<file path="src/rtl/bsc_pkg.sv">
// Shared types and constants for the barometer compensation block.
// Used by the controller, the datapath, the top level and the checker.
// No dependencies.
package bsc_pkg;

	localparam int PRESSURE_PER_TEMP = 3;
	localparam int PHASE_W = $clog2(PRESSURE_PER_TEMP + 1);

	localparam int RAW_W   = 24;
	localparam int COEFF_W = 16;
	localparam int IDX_W   = 3;
	localparam int PRES_W  = 17;
	localparam int TOUT_W  = 15;

	localparam int DT_W    = 25;
	localparam int TEMP_W  = 20;
	localparam int T2_W    = 18;
	localparam int WIDE_W  = 42;
	localparam int MUL_W   = 26;
	localparam int PROD_W  = 2 * MUL_W;
	localparam int ACC_W   = 66;
	localparam int DIFF_W  = 46;
	localparam int SPLIT   = 20;

	localparam logic [IDX_W-1:0] REG_C1 = 3'd0;
	localparam logic [IDX_W-1:0] REG_C2 = 3'd1;
	localparam logic [IDX_W-1:0] REG_C3 = 3'd2;
	localparam logic [IDX_W-1:0] REG_C4 = 3'd3;
	localparam logic [IDX_W-1:0] REG_C5 = 3'd4;
	localparam logic [IDX_W-1:0] REG_C6 = 3'd5;

	typedef enum logic [3:0] {
		OP_NOP,
		OP_LOAD,
		OP_DT,
		OP_MT,
		OP_MS,
		OP_MO,
		OP_MT2,
		OP_MF,
		OP_MG,
		OP_GACC,
		OP_TFIN,
		OP_PLO,
		OP_PHI,
		OP_PSUM,
		OP_PDIF,
		OP_POUT
	} bsc_op_t;

	typedef enum logic [3:0] {
		ST_IDLE,
		ST_DT,
		ST_MT,
		ST_MS,
		ST_MO,
		ST_MT2,
		ST_MF,
		ST_MG,
		ST_GACC,
		ST_TFIN,
		ST_PLO,
		ST_PHI,
		ST_PSUM,
		ST_PDIF,
		ST_POUT
	} bsc_state_t;

	typedef struct packed {
		bsc_op_t op;
	} bsc_cmd_t;

	typedef struct packed {
		logic out_free;
	} bsc_stat_t;

endpackage

</file>
<file path="src/rtl/bsc_ctrl.sv">
// Sequencing controller for the barometer compensation block.
// Depends on bsc_pkg; drives datapath commands and the input stall.
module bsc_ctrl (
	input  logic                clk,
	input  logic                arst_n,
	input  logic                in_valid,
	output logic                in_stall,
	input  bsc_pkg::bsc_stat_t  stat,
	output bsc_pkg::bsc_cmd_t   cmd
);

	bsc_pkg::bsc_state_t state_q, state_d;
	logic [bsc_pkg::PHASE_W-1:0] phase_q, phase_d;

	always_ff @(posedge clk or negedge arst_n) begin
		if (!arst_n) begin
			state_q <= bsc_pkg::ST_IDLE;
			phase_q <= '0;
		end else begin
			state_q <= state_d;
			phase_q <= phase_d;
		end
	end

	always_comb begin
		state_d  = state_q;
		phase_d  = phase_q;
		cmd.op   = bsc_pkg::OP_NOP;
		in_stall = 1'b1;
		unique case (state_q)
			bsc_pkg::ST_IDLE: begin
				in_stall = 1'b0;
				if (in_valid) begin
					cmd.op = bsc_pkg::OP_LOAD;
					if (phase_q == '0) begin
						state_d = bsc_pkg::ST_DT;
					end else begin
						state_d = bsc_pkg::ST_PLO;
					end
					if (phase_q == bsc_pkg::PHASE_W'(bsc_pkg::PRESSURE_PER_TEMP)) begin
						phase_d = '0;
					end else begin
						phase_d = phase_q + 1'b1;
					end
				end
			end
			bsc_pkg::ST_DT: begin
				cmd.op = bsc_pkg::OP_DT;
				state_d = bsc_pkg::ST_MT;
			end
			bsc_pkg::ST_MT: begin
				cmd.op = bsc_pkg::OP_MT;
				state_d = bsc_pkg::ST_MS;
			end
			bsc_pkg::ST_MS: begin
				cmd.op = bsc_pkg::OP_MS;
				state_d = bsc_pkg::ST_MO;
			end
			bsc_pkg::ST_MO: begin
				cmd.op = bsc_pkg::OP_MO;
				state_d = bsc_pkg::ST_MT2;
			end
			bsc_pkg::ST_MT2: begin
				cmd.op = bsc_pkg::OP_MT2;
				state_d = bsc_pkg::ST_MF;
			end
			bsc_pkg::ST_MF: begin
				cmd.op = bsc_pkg::OP_MF;
				state_d = bsc_pkg::ST_MG;
			end
			bsc_pkg::ST_MG: begin
				cmd.op = bsc_pkg::OP_MG;
				state_d = bsc_pkg::ST_GACC;
			end
			bsc_pkg::ST_GACC: begin
				cmd.op = bsc_pkg::OP_GACC;
				state_d = bsc_pkg::ST_TFIN;
			end
			bsc_pkg::ST_TFIN: begin
				cmd.op = bsc_pkg::OP_TFIN;
				state_d = bsc_pkg::ST_IDLE;
			end
			bsc_pkg::ST_PLO: begin
				cmd.op = bsc_pkg::OP_PLO;
				state_d = bsc_pkg::ST_PHI;
			end
			bsc_pkg::ST_PHI: begin
				cmd.op = bsc_pkg::OP_PHI;
				state_d = bsc_pkg::ST_PSUM;
			end
			bsc_pkg::ST_PSUM: begin
				cmd.op = bsc_pkg::OP_PSUM;
				state_d = bsc_pkg::ST_PDIF;
			end
			bsc_pkg::ST_PDIF: begin
				cmd.op = bsc_pkg::OP_PDIF;
				state_d = bsc_pkg::ST_POUT;
			end
			bsc_pkg::ST_POUT: begin
				if (stat.out_free) begin
					cmd.op = bsc_pkg::OP_POUT;
					state_d = bsc_pkg::ST_IDLE;
				end
			end
			default: begin
				state_d = bsc_pkg::ST_IDLE;
			end
		endcase
	end

endmodule

</file>
<file path="src/rtl/bsc_datapath.sv">
// Datapath of the barometer compensation block: coefficients, shared multiplier,
// stored calibration state and output register. Depends on bsc_pkg.
module bsc_datapath (
	input  logic                              clk,
	input  logic                              arst_n,
	input  bsc_pkg::bsc_cmd_t                 cmd,
	output bsc_pkg::bsc_stat_t                stat,
	input  logic                              cfg_we,
	input  logic [bsc_pkg::IDX_W-1:0]         cfg_index,
	input  logic [bsc_pkg::COEFF_W-1:0]       cfg_data,
	input  logic [bsc_pkg::RAW_W-1:0]         raw_conversion,
	output logic                              out_valid,
	input  logic                              out_stall,
	output logic [bsc_pkg::PRES_W-1:0]        pressure_pa,
	output logic signed [bsc_pkg::TOUT_W-1:0] temperature_centideg
);

	logic [bsc_pkg::COEFF_W-1:0] c1_q, c2_q, c3_q, c4_q, c5_q, c6_q;
	logic [bsc_pkg::RAW_W-1:0] raw_q;
	logic signed [bsc_pkg::DT_W-1:0] dt_q;
	logic signed [bsc_pkg::PROD_W-1:0] prod_q;
	logic signed [bsc_pkg::TEMP_W-1:0] temp_q;
	logic signed [bsc_pkg::WIDE_W-1:0] sens_q, off_q, sens2_q, off2_q;
	logic [bsc_pkg::T2_W-1:0] t2_q;
	logic signed [bsc_pkg::ACC_W-1:0] acc_q;
	logic signed [bsc_pkg::DIFF_W-1:0] diff_q;
	logic out_valid_q;
	logic [bsc_pkg::PRES_W-1:0] pres_q;
	logic signed [bsc_pkg::TOUT_W-1:0] tout_q;

	logic signed [bsc_pkg::MUL_W-1:0] mul_a, mul_b;
	logic signed [bsc_pkg::PROD_W-1:0] mul_p;
	logic signed [bsc_pkg::MUL_W-1:0] dt_ext, raw_ext, tdiff, tsum;
	logic signed [bsc_pkg::WIDE_W-1:0] pw, f5, g7, g11;
	logic signed [bsc_pkg::DIFF_W-1:0] p_full;
	logic [bsc_pkg::PRES_W-1:0] p_sat;
	logic signed [bsc_pkg::TOUT_W-1:0] t_sat;

	assign dt_ext  = bsc_pkg::MUL_W'(dt_q);
	assign raw_ext = $signed({2'b00, raw_q});
	assign tdiff   = bsc_pkg::MUL_W'(temp_q) - 26'sd2000;
	assign tsum    = bsc_pkg::MUL_W'(temp_q) + 26'sd1500;
	assign pw      = prod_q[bsc_pkg::WIDE_W-1:0];
	assign f5      = (pw <<< 2) + pw;
	assign g7      = (pw <<< 3) - pw;
	assign g11     = (pw <<< 3) + (pw <<< 1) + pw;

	always_comb begin
		mul_a = '0;
		mul_b = '0;
		case (cmd.op)
			bsc_pkg::OP_MT: begin
				mul_a = dt_ext;
				mul_b = $signed({10'd0, c6_q});
			end
			bsc_pkg::OP_MS: begin
				mul_a = dt_ext;
				mul_b = $signed({10'd0, c3_q});
			end
			bsc_pkg::OP_MO: begin
				mul_a = dt_ext;
				mul_b = $signed({10'd0, c4_q});
			end
			bsc_pkg::OP_MT2: begin
				mul_a = dt_ext;
				mul_b = dt_ext;
			end
			bsc_pkg::OP_MF: begin
				mul_a = tdiff;
				mul_b = tdiff;
			end
			bsc_pkg::OP_MG: begin
				mul_a = tsum;
				mul_b = tsum;
			end
			bsc_pkg::OP_PLO: begin
				mul_a = raw_ext;
				mul_b = $signed({6'd0, sens_q[bsc_pkg::SPLIT-1:0]});
			end
			bsc_pkg::OP_PHI: begin
				mul_a = raw_ext;
				mul_b = bsc_pkg::MUL_W'($signed(sens_q[bsc_pkg::WIDE_W-1:bsc_pkg::SPLIT]));
			end
			default: begin
				mul_a = '0;
				mul_b = '0;
			end
		endcase
	end

	assign mul_p = mul_a * mul_b;

	assign p_full = diff_q >>> 15;

	always_comb begin
		if (p_full < 0) begin
			p_sat = '0;
		end else if (p_full > 46'sd131071) begin
			p_sat = '1;
		end else begin
			p_sat = p_full[bsc_pkg::PRES_W-1:0];
		end
		if (temp_q < -20'sd8192) begin
			t_sat = -15'sd8192;
		end else if (temp_q > 20'sd16383) begin
			t_sat = 15'sd16383;
		end else begin
			t_sat = temp_q[bsc_pkg::TOUT_W-1:0];
		end
	end

	always_ff @(posedge clk or negedge arst_n) begin
		if (!arst_n) begin
			c1_q <= '0;
			c2_q <= '0;
			c3_q <= '0;
			c4_q <= '0;
			c5_q <= '0;
			c6_q <= '0;
		end else if (cfg_we) begin
			unique case (cfg_index)
				bsc_pkg::REG_C1: c1_q <= cfg_data;
				bsc_pkg::REG_C2: c2_q <= cfg_data;
				bsc_pkg::REG_C3: c3_q <= cfg_data;
				bsc_pkg::REG_C4: c4_q <= cfg_data;
				bsc_pkg::REG_C5: c5_q <= cfg_data;
				bsc_pkg::REG_C6: c6_q <= cfg_data;
				default: ;
			endcase
		end
	end

	always_ff @(posedge clk or negedge arst_n) begin
		if (!arst_n) begin
			temp_q <= '0;
			sens_q <= '0;
			off_q  <= '0;
		end else begin
			case (cmd.op)
				bsc_pkg::OP_MS: begin
					temp_q <= bsc_pkg::TEMP_W'(prod_q >>> 23) + 20'sd2000;
				end
				bsc_pkg::OP_MO: begin
					sens_q <= bsc_pkg::WIDE_W'(prod_q >>> 8)
						+ $signed({11'd0, c1_q, 15'd0});
				end
				bsc_pkg::OP_MT2: begin
					off_q <= bsc_pkg::WIDE_W'(prod_q >>> 7)
						+ $signed({10'd0, c2_q, 16'd0});
				end
				bsc_pkg::OP_TFIN: begin
					if (temp_q < 20'sd2000) begin
						temp_q <= temp_q - $signed({2'b00, t2_q});
						off_q  <= off_q - off2_q;
						sens_q <= sens_q - sens2_q;
					end
				end
				default: ;
			endcase
		end
	end

	always_ff @(posedge clk) begin
		prod_q <= mul_p;
		case (cmd.op)
			bsc_pkg::OP_LOAD: raw_q <= raw_conversion;
			bsc_pkg::OP_DT: begin
				dt_q <= $signed({1'b0, raw_q}) - $signed({1'b0, c5_q, 8'd0});
			end
			bsc_pkg::OP_MF: t2_q <= prod_q[30+bsc_pkg::T2_W:31];
			bsc_pkg::OP_MG: begin
				off2_q  <= f5 >>> 1;
				sens2_q <= f5 >>> 2;
			end
			bsc_pkg::OP_GACC: begin
				if (temp_q < -20'sd1500) begin
					off2_q  <= off2_q + g7;
					sens2_q <= sens2_q + (g11 >>> 1);
				end
			end
			bsc_pkg::OP_PHI: acc_q <= bsc_pkg::ACC_W'(prod_q);
			bsc_pkg::OP_PSUM: begin
				acc_q <= (bsc_pkg::ACC_W'(prod_q) <<< bsc_pkg::SPLIT) + acc_q;
			end
			bsc_pkg::OP_PDIF: begin
				diff_q <= bsc_pkg::DIFF_W'(acc_q >>> 21) - bsc_pkg::DIFF_W'(off_q);
			end
			bsc_pkg::OP_POUT: begin
				pres_q <= p_sat;
				tout_q <= t_sat;
			end
			default: ;
		endcase
	end

	always_ff @(posedge clk or negedge arst_n) begin
		if (!arst_n) begin
			out_valid_q <= 1'b0;
		end else if (cmd.op == bsc_pkg::OP_POUT) begin
			out_valid_q <= 1'b1;
		end else if (!out_stall) begin
			out_valid_q <= 1'b0;
		end
	end

	assign stat.out_free        = !out_valid_q || !out_stall;
	assign out_valid            = out_valid_q;
	assign pressure_pa          = pres_q;
	assign temperature_centideg = tout_q;

endmodule

</file>
<file path="src/rtl/baro_sensor_compensation_unit.sv">
// Top level of the barometer compensation block; joins controller and datapath.
// Depends on bsc_pkg, bsc_ctrl and bsc_datapath.
//
// Raw conversions arrive in a fixed cycle: one temperature conversion, then
// three pressure conversions. The input is stalled until the previous
// conversion is finished. A temperature conversion produces no output; a
// pressure conversion yields one output transfer carrying pressure in pascals
// and the stored temperature in hundredths of a degree, both saturated. Both
// conversions are paced by the single 26 x 26 multiplier shared by all
// products, one product per cycle. A finished result waits in the output
// register while the next input is taken. Coefficients are written through the
// configuration channel, which is always ready; write only while idle.
module baro_sensor_compensation_unit (
	input  logic                                clk,
	input  logic                                arst_n,
	input  logic                                in_valid,
	output logic                                in_stall,
	input  logic [bsc_pkg::RAW_W-1:0]           raw_conversion,
	output logic                                out_valid,
	input  logic                                out_stall,
	output logic [bsc_pkg::PRES_W-1:0]          pressure_pa,
	output logic signed [bsc_pkg::TOUT_W-1:0]   temperature_centideg,
	input  logic                                cfg_valid,
	output logic                                cfg_ready,
	input  logic [bsc_pkg::IDX_W-1:0]           cfg_index,
	input  logic [bsc_pkg::COEFF_W-1:0]         cfg_data
);

	bsc_pkg::bsc_cmd_t  cmd;
	bsc_pkg::bsc_stat_t stat;

	assign cfg_ready = 1'b1;

	bsc_ctrl u_ctrl (
		.clk      (clk),
		.arst_n   (arst_n),
		.in_valid (in_valid),
		.in_stall (in_stall),
		.stat     (stat),
		.cmd      (cmd)
	);

	bsc_datapath u_dp (
		.clk                  (clk),
		.arst_n               (arst_n),
		.cmd                  (cmd),
		.stat                 (stat),
		.cfg_we               (cfg_valid && cfg_ready),
		.cfg_index            (cfg_index),
		.cfg_data             (cfg_data),
		.raw_conversion       (raw_conversion),
		.out_valid            (out_valid),
		.out_stall            (out_stall),
		.pressure_pa          (pressure_pa),
		.temperature_centideg (temperature_centideg)
	);

endmodule

</file>
<file path="config.mk">
export PLATFORM = sky130hd
export DESIGN_NAME = baro_sensor_compensation_unit
export DESIGN_NICKNAME = d
export VERILOG_FILES = /design/src/rtl/bsc_pkg.sv /design/src/rtl/bsc_ctrl.sv /design/src/rtl/bsc_datapath.sv /design/src/rtl/baro_sensor_compensation_unit.sv
export SDC_FILE = /design/constraint.sdc
export NUM_CORES = 2
export LEC_CHECK = 0
export BUFFER_PORTS_ARGS = -buffer_cell sky130_fd_sc_hd__buf_2
export CORE_UTILIZATION = 55
export DETAILED_ROUTE_END_ITERATION = 12
export PLACE_DENSITY = 0.71
export SYNTH_ARGS = -nofsm -noshare
export SYNTH_HDL_FRONTEND = slang
export SYNTH_HIERARCHICAL = 1
export SYNTH_SLANG_ARGS = --single-unit
</file>
<file path="constraint.sdc">
create_clock -name clk -period 19.4 [get_ports clk]
set_input_delay 3.88 -clock clk [delete_from_list [all_inputs] [get_ports clk]]
set_output_delay 3.88 -clock clk [all_outputs]
set_load 0.01 [all_outputs]
</file>
# ---- Word level (Yosys, flattened, before mapping)
# Index checks and enable logic that the tools add are counted.
dict set report totals {
  out_inout_bits 35
  regBits 554
}
dict set report classes {
  n_reduce_logical 26
  multipliers 1
  addsub 18
  order_cmp 6
  mux 26
  eq_ne 40
}
# op count
set ops {}
lappend ops {{one-hot mux 42 bit (2 select lines)} 4}
lappend ops {{one-hot mux 26 bit (8 select lines)} 1}
lappend ops {{adder 42 bit} 4}
lappend ops {{2-to-1 mux 42 bit} 4}
lappend ops {{one-hot mux 66 bit (2 select lines)} 1}
lappend ops {{subtractor 42 bit} 3}
lappend ops {{one-hot mux 26 bit (4 select lines)} 1}
lappend ops {{adder 66 bit} 1}
lappend ops {{== test 4 bit, second input constant} 15}
lappend ops {{one-hot mux 4 bit (15 select lines)} 1}
lappend ops {{one-hot mux 4 bit (14 select lines)} 1}
lappend ops {{multiplier 26 x 26 -> 52 bit} 1}
lappend ops {{subtractor 45 x 42 -> 46 bit} 1}
lappend ops {{adder 42 x 32 -> 42 bit} 1}
lappend ops {{adder 42 x 33 -> 42 bit} 1}
lappend ops {{adder 42 x 41 -> 42 bit} 1}
lappend ops {{< comparator 20 x 12 -> 1 bit, second input constant} 2}
lappend ops {{one-hot mux 20 bit (2 select lines)} 1}
lappend ops {{== test 4 x 3 -> 1 bit, second input constant} 8}
lappend ops {{greater-than comparator 31 x 18 -> 1 bit, second input constant} 1}
lappend ops {{< comparator 31 x 1 -> 1 bit, second input constant} 1}
lappend ops {{subtractor 24 x 24 -> 25 bit} 1}
lappend ops {{AND reduction 2 bit} 12}
lappend ops {{adder 20 x 12 -> 21 bit, second input constant} 1}
lappend ops {{other kinds (28)} 49}

# ---- Logic depth before layout (Yosys ltp)
dict set report logic_depth {
  word_depth 8
  mapped_depth 42
  ltp_nobuf 39
}

# ---- Cells and area by module
# Netlist, hierarchy kept.
# module cells_per_inst instances area_per_inst_um2
set by_module_without_submodules {}
lappend by_module_without_submodules {bsc_datapath 7270 1 65421.5}
lappend by_module_without_submodules {bsc_ctrl 50 1 446.7}
lappend by_module_without_submodules {baro_sensor_compensation_unit 2 1 11.3}

# ---- Worst setup path before layout
# No wires, ideal clock.
dict set report synth_timing {
  path_type {input-to-reg}
  start {input port out_stall}
  end {register u_dp/prod_q[50] (netlist name)}
  n_path_buf 4
  required_ns 19.328
  path_stages 38
  slack_ns 6.257
  setup_time_ns 0.072
  arrival_time_ns 13.071
  cell_sequence {nand2_1 and2b_1 o21ai_0 a21o_1 clkbuf_1 nor2b_1 nand3_1 inv_1 clkbuf_1 a221oi_1 a21oi_1 a221o_1 clkbuf_1 buf_1 nand2_1 fa_1 fa_1 inv_1 (+2 left out) inv_1 fa_1 inv_1 fa_1 inv_1 fa_1 inv_1 ha_1 nand2_1 or3_1 nor3_1 o211a_1 o221ai_1 o21ai_1 and2_1 o41ai_2 o31ai_1 xor2_1}
}
# item line
set synth_rtl {}
lappend synth_rtl {{start, declared} baro_sensor_compensation_unit.sv:20} ;# input logic out_stall,
lappend synth_rtl {{end signal, assigned} bsc_datapath.sv:164} ;# prod_q <= mul_p;
lappend synth_rtl {{end, declared} bsc_datapath.sv:21} ;# logic signed [bsc_pkg::PROD_W-1:0] prod_q;

==> reports/results.txt <==
vias per std cell = 6.24
instance count along the most critical hold path = 1
via count of the first global-routing pass = 55375
post-synthesis simple-gate area fraction = 0.133
arithmetic-cell share of the synthesized area counting full adders, half adders and majority gates = 0.342
setup repair after global routing missed its margin = false
flop and latch count out of synthesis = 519
worst rel slew slack = 0.103
wire length of the first global-routing pass = 339000 um
hold violation count in the final report = 0
Clock Pin Slew Worst Setup and Hold Paths = 0.06 ns
CTS tree = yes
starting density of the core = 0.556
worst-path fanout max = 21
signed area change from the synthesized netlist to the final layout = 7.65%
Critical Path Source Type = primary input
post-DP HPWL = 178000 um
die area = 121000 um^2
number of placed I/O pins = 83
Worst Tran Pin Value = 1.35 ns
CP Class = primary input to flop
number of violations reported at the end of detailed-routing iteration 0 = 5660
number of synthesized flops with an enable pin = 260
row count = 126
worst min-delay path class = flop to flop
filler instances = 10270
number of I/O port buffers = 81
Worst Skew = 0.0322 ns
final worst-path cycle share = 0.760
outcome = completed
Net count, final = 8722
CTS Sinks = 519
total via count after detailed routing = 56224
Final min period = 14.74 ns
Core Util, Final = 0.599
post-synthesis mux area share = 0.0175
fraction of final layout cells sized beyond drive strength 1 = 0.0693
share of the synthesized netlist area taken by xor and xnor gates = 0.0518
DRT Wirelength = 227000 um
endpoint class of the critical path = flop
Global Route Usage Sum = 0.376
synthesized instance count = 7322
number of failing setup endpoints in the final timing report = 0
final max-slew violation count = 0
largest family of logic cells by synthesized area = adder cells
Top cell by count, worst path = sky130_fd_sc_hd__fa_1
number of max-capacitance violations reported = 0
Compound-Gate Fraction of Synth Area = 0.166
pin count of the biggest net entering global routing = 88
Cell variety after synth = 101
global placement routability congestion = 1.05
Core Area = 118000 um^2
Clock Tree Buf Depth = 3
clock insertion delay at the later pin of the skew report = 0.69 ns
final-layout setup total negative slack = 0 ns
vertical extent of the die = 348 um
Post-Synthesis Net Count = 8704
antenna viol nets, final = 0
share of the yosys chip area belonging to registers = 0.213
netlist area before placement = 65900 um^2
DRC violation count after routing = 0
setup repair bufs after CTS = 0
antenna violations before repair = 20
data arrival at the endpoint of the critical path = 15.31 ns
cts repair resizes = 0
H-tree Lvls = 3
highest attainable clock frequency = 67.8 MHz
slowest CP cell = sky130_fd_sc_hd__a221o_1
logic depth of the worst register-to-register path = 32
number of iterations in the first detailed-routing pass = 8
fraction of synthesis flops using an asynchronous set or reset pin = 0.399
Top FF cell, synth = sky130_fd_sc_hd__edfxtp_1
critical path's largest stage delay = 1.04 ns
TritonCTS Buffers = 70
global route overflow = 0
width of the chip = 348 um
YS warnings = 6
data required time of the worst path = 19.97 ns
routed length per placed instance = 25.2 um
mean post-synth cell area = 9.00 um^2
Clock Tree Root = sky130_fd_sc_hd__clkbuf_16
hold buffer count at CTS = 0
==> cell families after synthesis <==
| group | count (synthesis) |
|---|---|
| multiplexers | 104 |
| AO/OA/AOI/OAI | 1697 |
| XOR/XNOR | 387 |
| buffers and inverters | 1327 |
| AND/OR/NAND/NOR | 1953 |
| adder cells (fa/ha/maj) | 1334 |
| other | 1 |
| flip-flops | 519 |
==> metal layers <==
| metal | wire length (um) | track usage | vias to the layer above |
|---|---|---|---|
| met5 | 75 | 0 | - |
| met4 | 17100 | 0.231 | 12 |
| met3 | 24100 | 0.0889 | 714 |
| met2 | 98300 | 0.570 | 2998 |
| met1 | 87700 | 0.489 | 27790 |
| li1 | - | - | 24710 |
==> final timing paths <==
kind,start,endpoint,slack (ns)
max,out_stall,u_dp/prod_q[48]$_DFF_P_,4.66
min in group asynchronous,arst_n,u_dp/off_q[0]$_DFFE_PN0P_,3.12
min,u_dp/c4_q[15]$_DFFE_PN0P_,u_dp/c4_q[15]$_DFFE_PN0P_,0.51
min reg2reg,u_dp/c4_q[15]$_DFFE_PN0P_,u_dp/c4_q[15]$_DFFE_PN0P_,0.51
max in group asynchronous,arst_n,u_dp/c1_q[5]$_DFFE_PN0P_,14.79
max reg2reg,u_ctrl/state_q[0]$_DFFE_PN0P_,u_dp/prod_q[48]$_DFF_P_,7.39
==> through the flow <==
| stage | instance area, um^2 | hold WS (ns) | setup WS (ns) | std cells |
|---|---|---|---|---|
| floorplan | 65900 | 0.406 | 6.26 | 7322 |
| global placement | 68500 | 0.487 | 4.78 | 8868 |
| detailed placement | 68500 | 0.494 | 4.36 | 8868 |
| CTS | 70900 | 0.508 | 5.06 | 8998 |
| global route | 70900 | 0.514 | 4.33 | 8999 |
| finish | 70900 | 0.508 | 4.66 | 9009 |
==> cell usage in the layout (no fill, tap or decap), types with 134 or more instances in the layout <==
cell type                  netlist  final
sky130_fd_sc_hd__o21ai_0       379    376
sky130_fd_sc_hd__buf_4           3    134
sky130_fd_sc_hd__dfrtp_1       207    207
sky130_fd_sc_hd__a21oi_1       449    449
sky130_fd_sc_hd__ha_1          553    553
sky130_fd_sc_hd__fa_1          781    781
sky130_fd_sc_hd__xnor2_1       241    241
sky130_fd_sc_hd__edfxtp_1      260    260
sky130_fd_sc_hd__inv_1        1057   1057
sky130_fd_sc_hd__nor2_1        515    504
sky130_fd_sc_hd__xor2_1        144    144
sky130_fd_sc_hd__nand2_1       838    836
sky130_fd_sc_hd__a21o_1        258    258
==> Yosys cell counts (52+ instances only) <==
master	instances	area share
sky130_fd_sc_hd__a211oi_1	64	0.0073
sky130_fd_sc_hd__a21o_1	258	0.029
sky130_fd_sc_hd__a21oi_1	449	0.034
sky130_fd_sc_hd__a22oi_1	57	0.0065
sky130_fd_sc_hd__a31oi_1	64	0.0061
sky130_fd_sc_hd__clkbuf_1	215	0.012
sky130_fd_sc_hd__dfrtp_1	207	0.079
sky130_fd_sc_hd__dfxtp_1	52	0.016
sky130_fd_sc_hd__edfxtp_1	260	0.12
sky130_fd_sc_hd__fa_1	781	0.24
sky130_fd_sc_hd__ha_1	553	0.11
sky130_fd_sc_hd__inv_1	1057	0.060
sky130_fd_sc_hd__mux2_2	87	0.015
sky130_fd_sc_hd__nand2_1	838	0.048
sky130_fd_sc_hd__nand2b_1	64	0.0061
sky130_fd_sc_hd__nand3_1	93	0.0071
sky130_fd_sc_hd__nor2_1	515	0.029
sky130_fd_sc_hd__nor2b_1	72	0.0068
sky130_fd_sc_hd__nor3_1	90	0.0068
sky130_fd_sc_hd__o21a_1	54	0.0062
sky130_fd_sc_hd__o21ai_0	379	0.029
sky130_fd_sc_hd__o21bai_1	55	0.0063
sky130_fd_sc_hd__xnor2_1	241	0.032
sky130_fd_sc_hd__xor2_1	144	0.019
==> layout make-up <==
cell class                      instances  area [um^2]  share of cell area
Multi-Input combinational cell       5476        47100               0.664
Timing Repair Buffer                  215         1420              0.0200
Clock buffer                           96         2010              0.0283
Clock inverter                         34          393             0.00554
Inverter                             1058         3970              0.0560
Antenna cell                           11         27.5            0.000388
Sequential cell                       519        14000               0.198
Tap cell                             1600         2000              0.0282
==> registers in the layout, summed over array words and instances (netlist names), 20 cells and up <==
name / cells
u_dp/diff_q: 31
u_dp/prod_q: 52
u_dp/off_q: 42
u_dp/temp_q: 20
u_dp/sens_q: 42
u_dp/raw_q: 24
u_dp/acc_q: 46
u_dp/dt_q: 25
u_dp/sens2_q: 42
u_dp/off2_q: 42
==> critical path, delay by kind of cell <==
| kind | cells | cell delay, ns |
|---|---|---|
| fa+ha+maj | 8 | 3.95 |
| compound gates | 10 | 3.90 |
| simple gates | 8 | 3.02 |
| buf+inv | 6 | 0.37 |
| xor+xnor | 1 | 0.14 |
Power is not shown: default switching activity piles up to over one toggle a cycle in this logic, so the estimate is an artifact.
